[config.mk]
export PLATFORM = sky130hd
export DESIGN_NAME = isbn10_hyphenated_validator_top
export DESIGN_NICKNAME = d
export VERILOG_FILES = /design/src/rtl/core/isbn10v_pkg.sv /design/src/rtl/core/isbn10_hyphenated_validator_top.sv /design/src/rtl/core/isbn10v_class.sv /design/src/rtl/core/isbn10v_line.sv
export SDC_FILE = /design/constraint.sdc
export NUM_CORES = 1
export LEC_CHECK = 0
export BUFFER_PORTS_ARGS = -buffer_cell sky130_fd_sc_hd__buf_2
export CORE_MARGIN = 3
export CORE_UTILIZATION = 45
export CTS_BUF_LIST = sky130_fd_sc_hd__clkbuf_2
export DETAILED_ROUTE_END_ITERATION = 10
export PLACE_DENSITY = 0.7
export SYNTH_ARGS = -nofsm -noshare
export SYNTH_HDL_FRONTEND = slang
export SYNTH_HIERARCHICAL = 1
export SYNTH_SLANG_ARGS = --single-unit
[constraint.sdc]
create_clock -name aclk -period 12.85 [get_ports aclk]
set_clock_uncertainty 0.05 [all_clocks]
set_input_delay 0 -clock aclk [delete_from_list [all_inputs] [get_ports aclk]]
set_output_delay 0 -clock aclk [all_outputs]
set_load 0.01 [all_outputs]
[src/rtl/core/isbn10v_pkg.sv]
// ----------------------------------------------------------------------------
// isbn10v_pkg
// Shared types, character codes and the modulo-eleven helper for the
// hyphenated ISBN-10 line checker.
// ----------------------------------------------------------------------------
package isbn10v_pkg;

    localparam logic [7:0] CH_HYPHEN  = 8'h2D;
    localparam logic [7:0] CH_X       = 8'h58;
    localparam logic [7:0] CH_ZERO    = 8'h30;
    localparam logic [7:0] CH_NINE    = 8'h39;
    localparam logic [7:0] CH_UPPER_A = 8'h41;
    localparam logic [7:0] CH_UPPER_Z = 8'h5A;
    localparam logic [7:0] CH_LOWER_A = 8'h61;
    localparam logic [7:0] CH_LOWER_Z = 8'h7A;

    localparam logic [3:0] MODULUS      = 4'd11;
    localparam logic [3:0] CHECK_VALUE_X = 4'd10;
    localparam logic [3:0] TOP_WEIGHT   = 4'd10;
    localparam logic [3:0] LIMIT_G0     = 4'd5;
    localparam logic [3:0] LIMIT_G1     = 4'd7;
    localparam logic [3:0] LIMIT_G2     = 4'd6;

    localparam logic [2:0] HYPHENS_NEEDED = 3'd3;
    localparam logic [2:0] HYPHEN_SAT     = 3'd4;
    localparam logic [3:0] GROUP_SAT      = 4'd8;
    localparam logic [3:0] DIGITS_NEEDED  = 4'd9;
    localparam logic [3:0] DIGIT_SAT      = 4'd10;

    // floor(v / 11) = (v * 187) >> 11 for every v up to 100
    localparam logic [7:0] MOD11_RECIP = 8'd187;
    localparam int         MOD11_SHIFT = 11;

    typedef struct packed {
        logic       is_digit;
        logic       is_hyphen;
        logic       is_letter;
        logic       is_x;
        logic [3:0] digit;
    } char_class_t;

    function automatic logic [3:0] mod11(input logic [6:0] v);
        logic [14:0] prod;
        logic [3:0]  quot;
        logic [6:0]  back;
        prod = 15'(v) * 15'(MOD11_RECIP);
        quot = prod[14:MOD11_SHIFT];
        back = 7'(quot * MODULUS);
        return 4'(v - back);
    endfunction

endpackage

[src/rtl/core/isbn10_hyphenated_validator_top.sv]
// a line's verdict is registered as its last character moves on
// throughput: one character per cycle; a last character waits while the
// previous result is still untaken
// the rate is set by the line-state update between the character
// register and the result register
// reset: aresetn clears the line state and empties both register stages
// ----------------------------------------------------------------------------
// isbn10_hyphenated_validator_top
// Checks a hyphenated ISBN-10 line, one character per request, and returns
// one valid flag per line on its last character.
// ----------------------------------------------------------------------------
module isbn10_hyphenated_validator_top (
    input  logic       aclk,
    input  logic       aresetn,
    input  logic       s_valid,
    output logic       s_ready,
    input  logic [7:0] s_char_code,
    input  logic       s_end_of_line,
    output logic       m_valid,
    input  logic       m_ready,
    output logic       m_valid_res
);

    logic       in_valid_reg, in_valid_next;
    logic [7:0] char_reg;
    logic       eol_reg;
    logic       out_valid_reg, out_valid_next;
    logic       res_reg;

    logic                     advance;
    logic                     line_ok;
    isbn10v_pkg::char_class_t char_class;

    // a last character needs a free result slot; others move on at once
    assign advance = in_valid_reg && (!eol_reg || !out_valid_reg || m_ready);
    assign s_ready = !in_valid_reg || advance;

    isbn10v_class u_class (
        .char_code  (char_reg),
        .char_class (char_class)
    );

    isbn10v_line u_line (
        .aclk        (aclk),
        .aresetn     (aresetn),
        .step        (advance),
        .end_of_line (eol_reg),
        .char_class  (char_class),
        .line_ok     (line_ok)
    );

    always_comb begin
        in_valid_next = in_valid_reg;
        if (s_valid && s_ready) begin
            in_valid_next = 1'b1;
        end else if (advance) begin
            in_valid_next = 1'b0;
        end

        out_valid_next = out_valid_reg;
        if (advance && eol_reg) begin
            out_valid_next = 1'b1;
        end else if (m_ready) begin
            out_valid_next = 1'b0;
        end
    end

    always_ff @(posedge aclk) begin
        if (!aresetn) begin
            in_valid_reg  <= 1'b0;
            out_valid_reg <= 1'b0;
        end else begin
            in_valid_reg  <= in_valid_next;
            out_valid_reg <= out_valid_next;
        end
    end

    always_ff @(posedge aclk) begin
        if (s_valid && s_ready) begin
            char_reg <= s_char_code;
            eol_reg  <= s_end_of_line;
        end
        if (advance && eol_reg) begin
            res_reg <= line_ok;
        end
    end

    assign m_valid     = out_valid_reg;
    assign m_valid_res = res_reg;

endmodule

[src/rtl/core/isbn10v_class.sv]
// ----------------------------------------------------------------------------
// isbn10v_class
// Sorts one character into digit, hyphen, letter and check-letter classes
// and extracts the digit value.
// ----------------------------------------------------------------------------
module isbn10v_class (
    input  logic [7:0]                char_code,
    output isbn10v_pkg::char_class_t  char_class
);

    logic [7:0] offset;

    assign offset = char_code - isbn10v_pkg::CH_ZERO;

    always_comb begin
        char_class.is_digit  = (char_code >= isbn10v_pkg::CH_ZERO) &&
                               (char_code <= isbn10v_pkg::CH_NINE);
        char_class.is_hyphen = (char_code == isbn10v_pkg::CH_HYPHEN);
        char_class.is_letter = ((char_code >= isbn10v_pkg::CH_UPPER_A) &&
                                (char_code <= isbn10v_pkg::CH_UPPER_Z)) ||
                               ((char_code >= isbn10v_pkg::CH_LOWER_A) &&
                                (char_code <= isbn10v_pkg::CH_LOWER_Z));
        char_class.is_x      = (char_code == isbn10v_pkg::CH_X);
        char_class.digit     = offset[3:0];
    end

endmodule

[src/rtl/core/isbn10v_line.sv]
// ----------------------------------------------------------------------------
// isbn10v_line
// Per-line state: hyphen and group counters, digit count, weighted sum
// modulo eleven and the sticky format error; gives the verdict on the
// last character.
// ----------------------------------------------------------------------------
module isbn10v_line (
    input  logic                      aclk,
    input  logic                      aresetn,
    input  logic                      step,
    input  logic                      end_of_line,
    input  isbn10v_pkg::char_class_t  char_class,
    output logic                      line_ok
);

    logic [2:0] hyphen_count_reg,   hyphen_count_next;
    logic [3:0] group_length_reg,   group_length_next;
    logic [3:0] digit_count_reg,    digit_count_next;
    logic [3:0] sum_mod_eleven_reg, sum_mod_eleven_next;
    logic       format_error_reg,   format_error_next;

    logic [3:0] group_limit;
    logic [3:0] weight;
    logic [6:0] weighted_sum;
    logic [3:0] check_value;
    logic       have_check;
    logic [4:0] check_total;

    always_comb begin
        unique case (hyphen_count_reg)
            3'd0:    group_limit = isbn10v_pkg::LIMIT_G0;
            3'd1:    group_limit = isbn10v_pkg::LIMIT_G1;
            3'd2:    group_limit = isbn10v_pkg::LIMIT_G2;
            default: group_limit = 4'd0;
        endcase
    end

    assign weight       = isbn10v_pkg::TOP_WEIGHT - digit_count_reg;
    assign weighted_sum = 7'(sum_mod_eleven_reg) + 7'(char_class.digit * weight);

    always_comb begin
        hyphen_count_next   = hyphen_count_reg;
        group_length_next   = group_length_reg;
        digit_count_next    = digit_count_reg;
        sum_mod_eleven_next = sum_mod_eleven_reg;
        format_error_next   = format_error_reg;
        if (step) begin
            if (end_of_line) begin
                hyphen_count_next   = '0;
                group_length_next   = '0;
                digit_count_next    = '0;
                sum_mod_eleven_next = '0;
                format_error_next   = 1'b0;
            end else if (char_class.is_hyphen) begin
                // empty group, fourth hyphen or overlong group
                if ((group_length_reg == 4'd0) ||
                    (hyphen_count_reg >= isbn10v_pkg::HYPHENS_NEEDED) ||
                    (group_length_reg > group_limit)) begin
                    format_error_next = 1'b1;
                end
                if (hyphen_count_reg < isbn10v_pkg::HYPHEN_SAT) begin
                    hyphen_count_next = hyphen_count_reg + 3'd1;
                end
                group_length_next = '0;
            end else begin
                if (char_class.is_letter) begin
                    format_error_next = 1'b1;
                end
                if (group_length_reg < isbn10v_pkg::GROUP_SAT) begin
                    group_length_next = group_length_reg + 4'd1;
                end
                if (char_class.is_digit) begin
                    if (digit_count_reg < isbn10v_pkg::DIGITS_NEEDED) begin
                        sum_mod_eleven_next = isbn10v_pkg::mod11(weighted_sum);
                    end
                    if (digit_count_reg < isbn10v_pkg::DIGIT_SAT) begin
                        digit_count_next = digit_count_reg + 4'd1;
                    end
                end
            end
        end
    end

    always_ff @(posedge aclk) begin
        if (!aresetn) begin
            hyphen_count_reg   <= '0;
            group_length_reg   <= '0;
            digit_count_reg    <= '0;
            sum_mod_eleven_reg <= '0;
            format_error_reg   <= 1'b0;
        end else begin
            hyphen_count_reg   <= hyphen_count_next;
            group_length_reg   <= group_length_next;
            digit_count_reg    <= digit_count_next;
            sum_mod_eleven_reg <= sum_mod_eleven_next;
            format_error_reg   <= format_error_next;
        end
    end

    // check digit, X stands for ten
    assign have_check  = char_class.is_digit || char_class.is_x;
    assign check_value = char_class.is_digit ? char_class.digit : isbn10v_pkg::CHECK_VALUE_X;
    assign check_total = 5'(sum_mod_eleven_reg) + 5'(check_value);

    assign line_ok = !format_error_reg &&
                     (hyphen_count_reg == isbn10v_pkg::HYPHENS_NEEDED) &&
                     (group_length_reg == 4'd0) &&
                     (digit_count_reg == isbn10v_pkg::DIGITS_NEEDED) &&
                     have_check &&
                     ((check_total == 5'd0) || (check_total == 5'(isbn10v_pkg::MODULUS)));

endmodule
### Word level (Yosys, flattened, before mapping)

Index checks and enable logic that the tools add are counted.

* input port bits: 13
* bits in registers: 28
* word-level logic and storage cells: 106

* equal/unequal tests: 9
* reduce and logical (&&, ||, !) cells: 40
* add/sub/neg operators: 8
* multiplexer cells: 24
* $lt $le $gt $ge: 12
* multipliers: 3

Operators by type and width (count)
* $mux W4: 12
* $ge A8 B7 Y1 const B: 2
* $le A8 B7 Y1 const B: 2
* $mul A7 B8 Y15 const B: 1
* $reduce_bool A2 Y1: 7
* $lt A4 B4 Y1 const B: 3
* $logic_and A1 B1 Y1: 11
* $mux W3: 3
* $pmux W3 S3: 1
* $add A4 B1 Y4 const B: 2
* $eq A8 B6 Y1 const B: 1
* $eq A8 B7 Y1 const B: 1
* $ge A8 B6 Y1 const B: 1
* $le A8 B6 Y1 const B: 1
* $logic_or A1 B1 Y1: 8
* $mux W1: 8
* $reduce_and A4 Y1: 2
* $add A4 B7 Y7: 1
* $mul A4 B4 Y7: 1
* $eq A3 B2 Y1 const B: 2
* $reduce_and A3 Y1: 2
* $reduce_bool A3 Y1: 2
* $add A4 B4 Y5: 1
* $eq A5 B4 Y1 const B: 1
* other kinds (17): 20

### Longest topological paths before layout

* depth in word-level cells: 10
* mapped depth: 39
* depth with buffers taken out: 37

### Hierarchy

Netlist, hierarchy kept.

By module, submodules not included
* isbn10v_line: area each 3056.7 um^2, times used 1, cells each 352, sequential area each 320.3 um^2
* isbn10_hyphenated_validator_top: area each 417.9 um^2, times used 1, cells each 22, sequential area each 340.3 um^2
* isbn10v_class: area each 117.6 um^2, times used 1, cells each 16, sequential area each 0.0 um^2

### Least setup slack after synthesis

OpenSTA, ideal clock, no wires.

* path type: reg2reg
* start point: reg u_line.digit_count_reg[0]
* end point: reg u_line.sum_mod_eleven_reg[3]
* library setup time: 0.096 ns
* cell stages (with the launch flop): 36
* buffers on the path: 2
* arrival: 8.895 ns
* slack: 3.810 ns
* required time: 12.704 ns
* clock period less this slack: 9.040 ns
* cells stage by stage: dfxtp_1 -> clkbuf_1 -> inv_1 -> ha_1 -> nand2b_1 -> fa_1 -> fa_1 -> fa_1 -> inv_1 -> ha_1 -> a21oi_1 -> o21bai_1 -> a21oi_1 -> xor2_1 -> ha_1 -> fa_1 -> fa_1 -> inv_1 -> fa_1 -> inv_1 -> ha_1 -> nand3_2 -> nor3_2 -> nor3_1 -> or3b_1 -> buf_2 -> inv_1 -> ha_1 -> fa_1 -> ha_1 -> a21o_1 -> a21oi_1 -> xnor2_1 -> xnor2_2 -> xnor3_1 -> o41ai_2

* longest elaborated chain between the ends: 10
* elaborated cells between the ends (all ways): 13
* those cells by class: add/sub: 3; mul: 3; order compare: 1; mux: 4; reduce/logical: 2

RTL lines
* from (decl): line isbn10v_line.sv:18 `logic [3:0] digit_count_reg, digit_count_next;`
* from (signal assigned): line isbn10v_line.sv:94 `digit_count_reg <= digit_count_next;`
* $sub A4 B4 Y4: line isbn10v_line.sv:38 `assign weight = isbn10v_pkg::TOP_WEIGHT - digit_count_reg;`
* $mul A4 B4 Y7: line isbn10v_line.sv:39 `assign weighted_sum = 7'(sum_mod_eleven_reg) + 7'(char_class.digit * weight);`
* $add A4 B7 Y7: line isbn10v_line.sv:39
* $mul A7 B8 Y15: line isbn10v_pkg.sv:46 `prod = 15'(v) * 15'(MOD11_RECIP);`
* $mul A4 B4 Y4: line isbn10v_pkg.sv:48 `back = 7'(quot * MODULUS);`
* $sub A4 B4 Y4: line isbn10v_pkg.sv:49 `return 4'(v - back);`
* $mux W4: line isbn10v_line.sv:73 `if (digit_count_reg < isbn10v_pkg::DIGITS_NEEDED) begin`
* $mux W4: line isbn10v_line.sv:72 `if (char_class.is_digit) begin`
* $mux W4: line isbn10v_line.sv:54 `end else if (char_class.is_hyphen) begin`
* $mux W4: line isbn10v_line.sv:48 `if (end_of_line) begin`
* to (signal assigned): line isbn10v_line.sv:95 `sum_mod_eleven_reg <= sum_mod_eleven_next;`
* to (decl): line isbn10v_line.sv:19 `logic [3:0] sum_mod_eleven_reg, sum_mod_eleven_next;`

Several ways; a longest one is shown, not always the timed one. The select of a mux whose other input is x is not followed.
A chain may end at the register's enable or synchronous reset.

### Worst setup path after layout

Same ends and word-level chain as after synthesis.

==> results.md <==
Die:
- The core region is about 7500 sq um.
- The die covers just over 9000 sq um.
- The floorplan has 31 rows.
- In this run the vertical extent of the chip is between 90 and 100 um.
- In this run the horizontal extent of the chip is ~95 um.
- Pin placement for this block handled 16 I/O pins.
- For this configuration, the core starts out at a cell density of ~48%.

Synth:
- The commonest register cell after synthesis is sky130_fd_sc_hd__dfxtp_1.
- The cell area that synthesis handed to floorplanning was 3590 sq um.
- After synthesis, the share of flip-flops with an asynchronous set or reset is 0%.
- Sequential elements use about 18% of the synthesized area.
- Counting distinct cell types in the post-synthesis netlist gives 56.
- The synthesized design contains 10 enable-type register cells.
- The average footprint of a synthesized cell is about 9.2 sq um.
- Counting every instance in the synthesized netlist gives 390.
- The number of nets handed over by synthesis was 498.
- The synthesis-stage register bit count is 28.
- The Yosys step of the flow raised 6 warnings.

Clocking:
- Gates resized during post-CTS repair numbered 0.
- Post-CTS timing repair inserted 0 buffers for setup.
- The clock tree from TritonCTS is done.
- The number of sinks on the clock net is 28.
- Clock-pin slew was measured on the worst setup and hold paths at 0.27 ns.
- The total of hold buffers inserted after clock tree synthesis is 13.
- The number of buffers between clock root and the deepest sink is 2.
- The clock reaches the later pin of the worst-skew pair after between 0.3 and 0.4 ns.
- CTS built an H-tree with a depth of 1.
- The root buffer cell chosen for the clock tree is sky130_fd_sc_hd__clkbuf_2.
- The number of CTS-inserted buffers is 3.

Timing:
- Setup violations remaining at the end of the flow were counted as 0.
- Based on the critical path, the design can be clocked at up to about 110 MHz.
- The minimum clock period after layout is 9.46 ns.
- The share of the clock period used by the worst path is 73.6%.
- Setup repair after global routing left no endpoint under its margin.
- Measured against its own limit, the worst slew margin works out to between 40% and 50%.
- The final setup TNS is 0 ns.
- The final-report hold violation count is 0.
- The number of max-slew violations in the final report came to 0.
- For the pin with the worst max-slew slack, the measured transition is 0.782 ns.

Finish:
- The top cell types in the final layout, fill and taps aside, are 70 x sky130_fd_sc_hd__ha_1, 68 x sky130_fd_sc_hd__inv_1, 25 x sky130_fd_sc_hd__fa_1, 21 x sky130_fd_sc_hd__nand2_1, 20 x sky130_fd_sc_hd__a21oi_1.
- The filler cells instantiated in the layout total approximately 660.
- 0 antenna diodes ended up in the layout.
- The commonest non-fill, non-tap cell in the layout is sky130_fd_sc_hd__ha_1.
- The synthesis-to-layout area growth is 8.19%.
- Of the cells placed in the final design, the portion with a size suffix greater than 1 is under 10%.
- The number of flip-flops under the largest register name is 8.
- The final net count is 521.

Global routing:
- The global-route total usage across every layer is 16.7%.
- The number of antenna violations at the first check in global routing is 0.
- Entering global routing, the biggest net connects 21 pins.
- Global routing finished with a remaining overflow of 0.
- The number of global-route vias before repair is between 2000 and 3000.
- The global-route wire length before repair is approximately 12 mm.
- Global routing used a little under a third of the available met2 tracks.
- In this run the most used layer during global routing was met2.
- The met3 capacity usage during global routing is roughly 1.7%.
- Global routing used between 15 and 20% of the available met1 tracks.

Setup path:
- The data arrival at the endpoint of the critical path is around 9.7 ns.
- Along the worst path, the maximum fanout reaches 11.
- The maximum single-stage delay on the critical path is around 0.55 ns.
- The critical path class is reg2reg.
- The kind of cell with the highest combined delay on the critical path is adder cells.
- STA classifies the critical path startpoint as a register.
- STA puts the critical path data required time at roughly 13 ns.
- The slowest stage of the critical path belongs to the cell sky130_fd_sc_hd__dfxtp_1.
- Among the stages of the critical path, the cell type that occurs most often is sky130_fd_sc_hd__fa_1.
- The count of buffer and inverter cells on the critical path is 4.
- The kind of end point of the critical path is a register.

Route:
- In this run, the number of DRC markers left after iteration 0 of detailed routing was 85.
- The wire length per cell after detailed routing is approximately 13 um.
- The post-detailed-route DRC marker count is 0.
- The first TritonRoute pass finished after 4 iterations.
- The number of antenna-violating nets in the routed design is 0.
- Across all layers, the routed design uses about 2700 vias.
- After detailed routing, the number of vias per cell comes to 5.25.
- The total wire length after detailed routing is 6.82 mm.

Run status:
- The run finished with clean final reports.

Placed design:
- The count of buffers added on input and output ports is 15.
- The estimated wirelength of the detail-placed design is about 5.5 mm.
- At the end of routability-driven placement, the weighted congestion stood at between 0.8 and 0.9.

Run:
- Max-cap violations in this run came to 0.

Worst hold path:
- The class of the tightest hold or removal check is in2reg.
[routing by layer]
metal | routed length [um] | part of all wire, % | vias up
met5 | 0 | 0 | -
li1 | - | - | 1357
met2 | 3550 | 52 | 41
met4 | 127 | 1.9 | 0
met1 | 3000 | 44 | 1274
met3 | 137 | 2.0 | 10
[worst register-to-register path: cells and delay by family, from the launching register on]
family | cells | cell delay, ns
AO/OA/AOI/OAI | 6 | 1.02
adder cells (fa/ha/maj) | 13 | 5.37
AND/OR/NAND/NOR | 5 | 1.03
buffers and inverters | 4 | 0.23
XOR/XNOR | 5 | 1.17
flip-flops | 1 | 0.55
[synthesized netlist by cell type, types with 7 or more instances]
library cell	instances	area share, %
sky130_fd_sc_hd__ha_1	70	24
sky130_fd_sc_hd__inv_1	68	7.1
sky130_fd_sc_hd__fa_1	25	14
sky130_fd_sc_hd__nand2_1	21	2.2
sky130_fd_sc_hd__a21oi_1	20	2.8
sky130_fd_sc_hd__dfxtp_1	18	10
sky130_fd_sc_hd__nor2_1	17	1.8
sky130_fd_sc_hd__and2_1	12	2.1
sky130_fd_sc_hd__nor2b_1	11	1.9
sky130_fd_sc_hd__edfxtp_1	10	8.4
sky130_fd_sc_hd__xnor2_1	10	2.4
sky130_fd_sc_hd__o21ai_0	9	1.3
sky130_fd_sc_hd__nand2b_1	8	1.4
sky130_fd_sc_hd__xor2_1	8	2.0
sky130_fd_sc_hd__a21o_1	7	1.5
[final cells by class]
class / instances / area (sq um) / area share [%]
sequential: 28 / 661 / 17.0
clock inverter: 1 / 3.75 / 0.0966
timing repair buffer: 28 / 205 / 5.28
multi-input combinational: 284 / 2620 / 67.5
clock buffer: 3 / 15.0 / 0.386
tap: 99 / 124 / 3.19
inverter: 68 / 255 / 6.57
[metrics by stage]
step	instance area [sq um]	worst slack, ns	util (%)	std cells	hold WS (ns)
finish	3890	3.39	51.9	511	0.292
global placement	3740	3.66	49.9	494	0.128
floorplan	3590	3.81	-	390	0.0489
detailed placement	3740	3.35	49.9	494	0.128
CTS	3890	3.35	51.9	511	0.271
global route	3890	2.67	51.9	511	0.251
[path summary, 6_finish.rpt]
path	start	to	slack, ns	depth (start not counted)
max	u_line/digit_count_reg[0]	u_line/sum_mod_eleven_reg[3]	3.39	33
min reg2reg	u_line/sum_mod_eleven_reg[2]	u_line/sum_mod_eleven_reg[2]	0.44	2
max reg2reg	u_line/digit_count_reg[0]	u_line/sum_mod_eleven_reg[3]	3.39	33
min	s_char_code[2]	char_reg[2]	0.29	2
[cells by family after synthesis]
family	after synthesis	synth area share, %
adder cells (fa/ha/maj)	95	38.3
buffers and inverters	78	8.60
flip-flops	28	18.4
AO/OA/AOI/OAI	66	12.4
AND/OR/NAND/NOR	102	16.5
XOR/XNOR	20	5.47
multiplexers	1	0.279
Power is not shown: default switching activity piles up to over one toggle a cycle in this logic, so the estimate is an artifact.
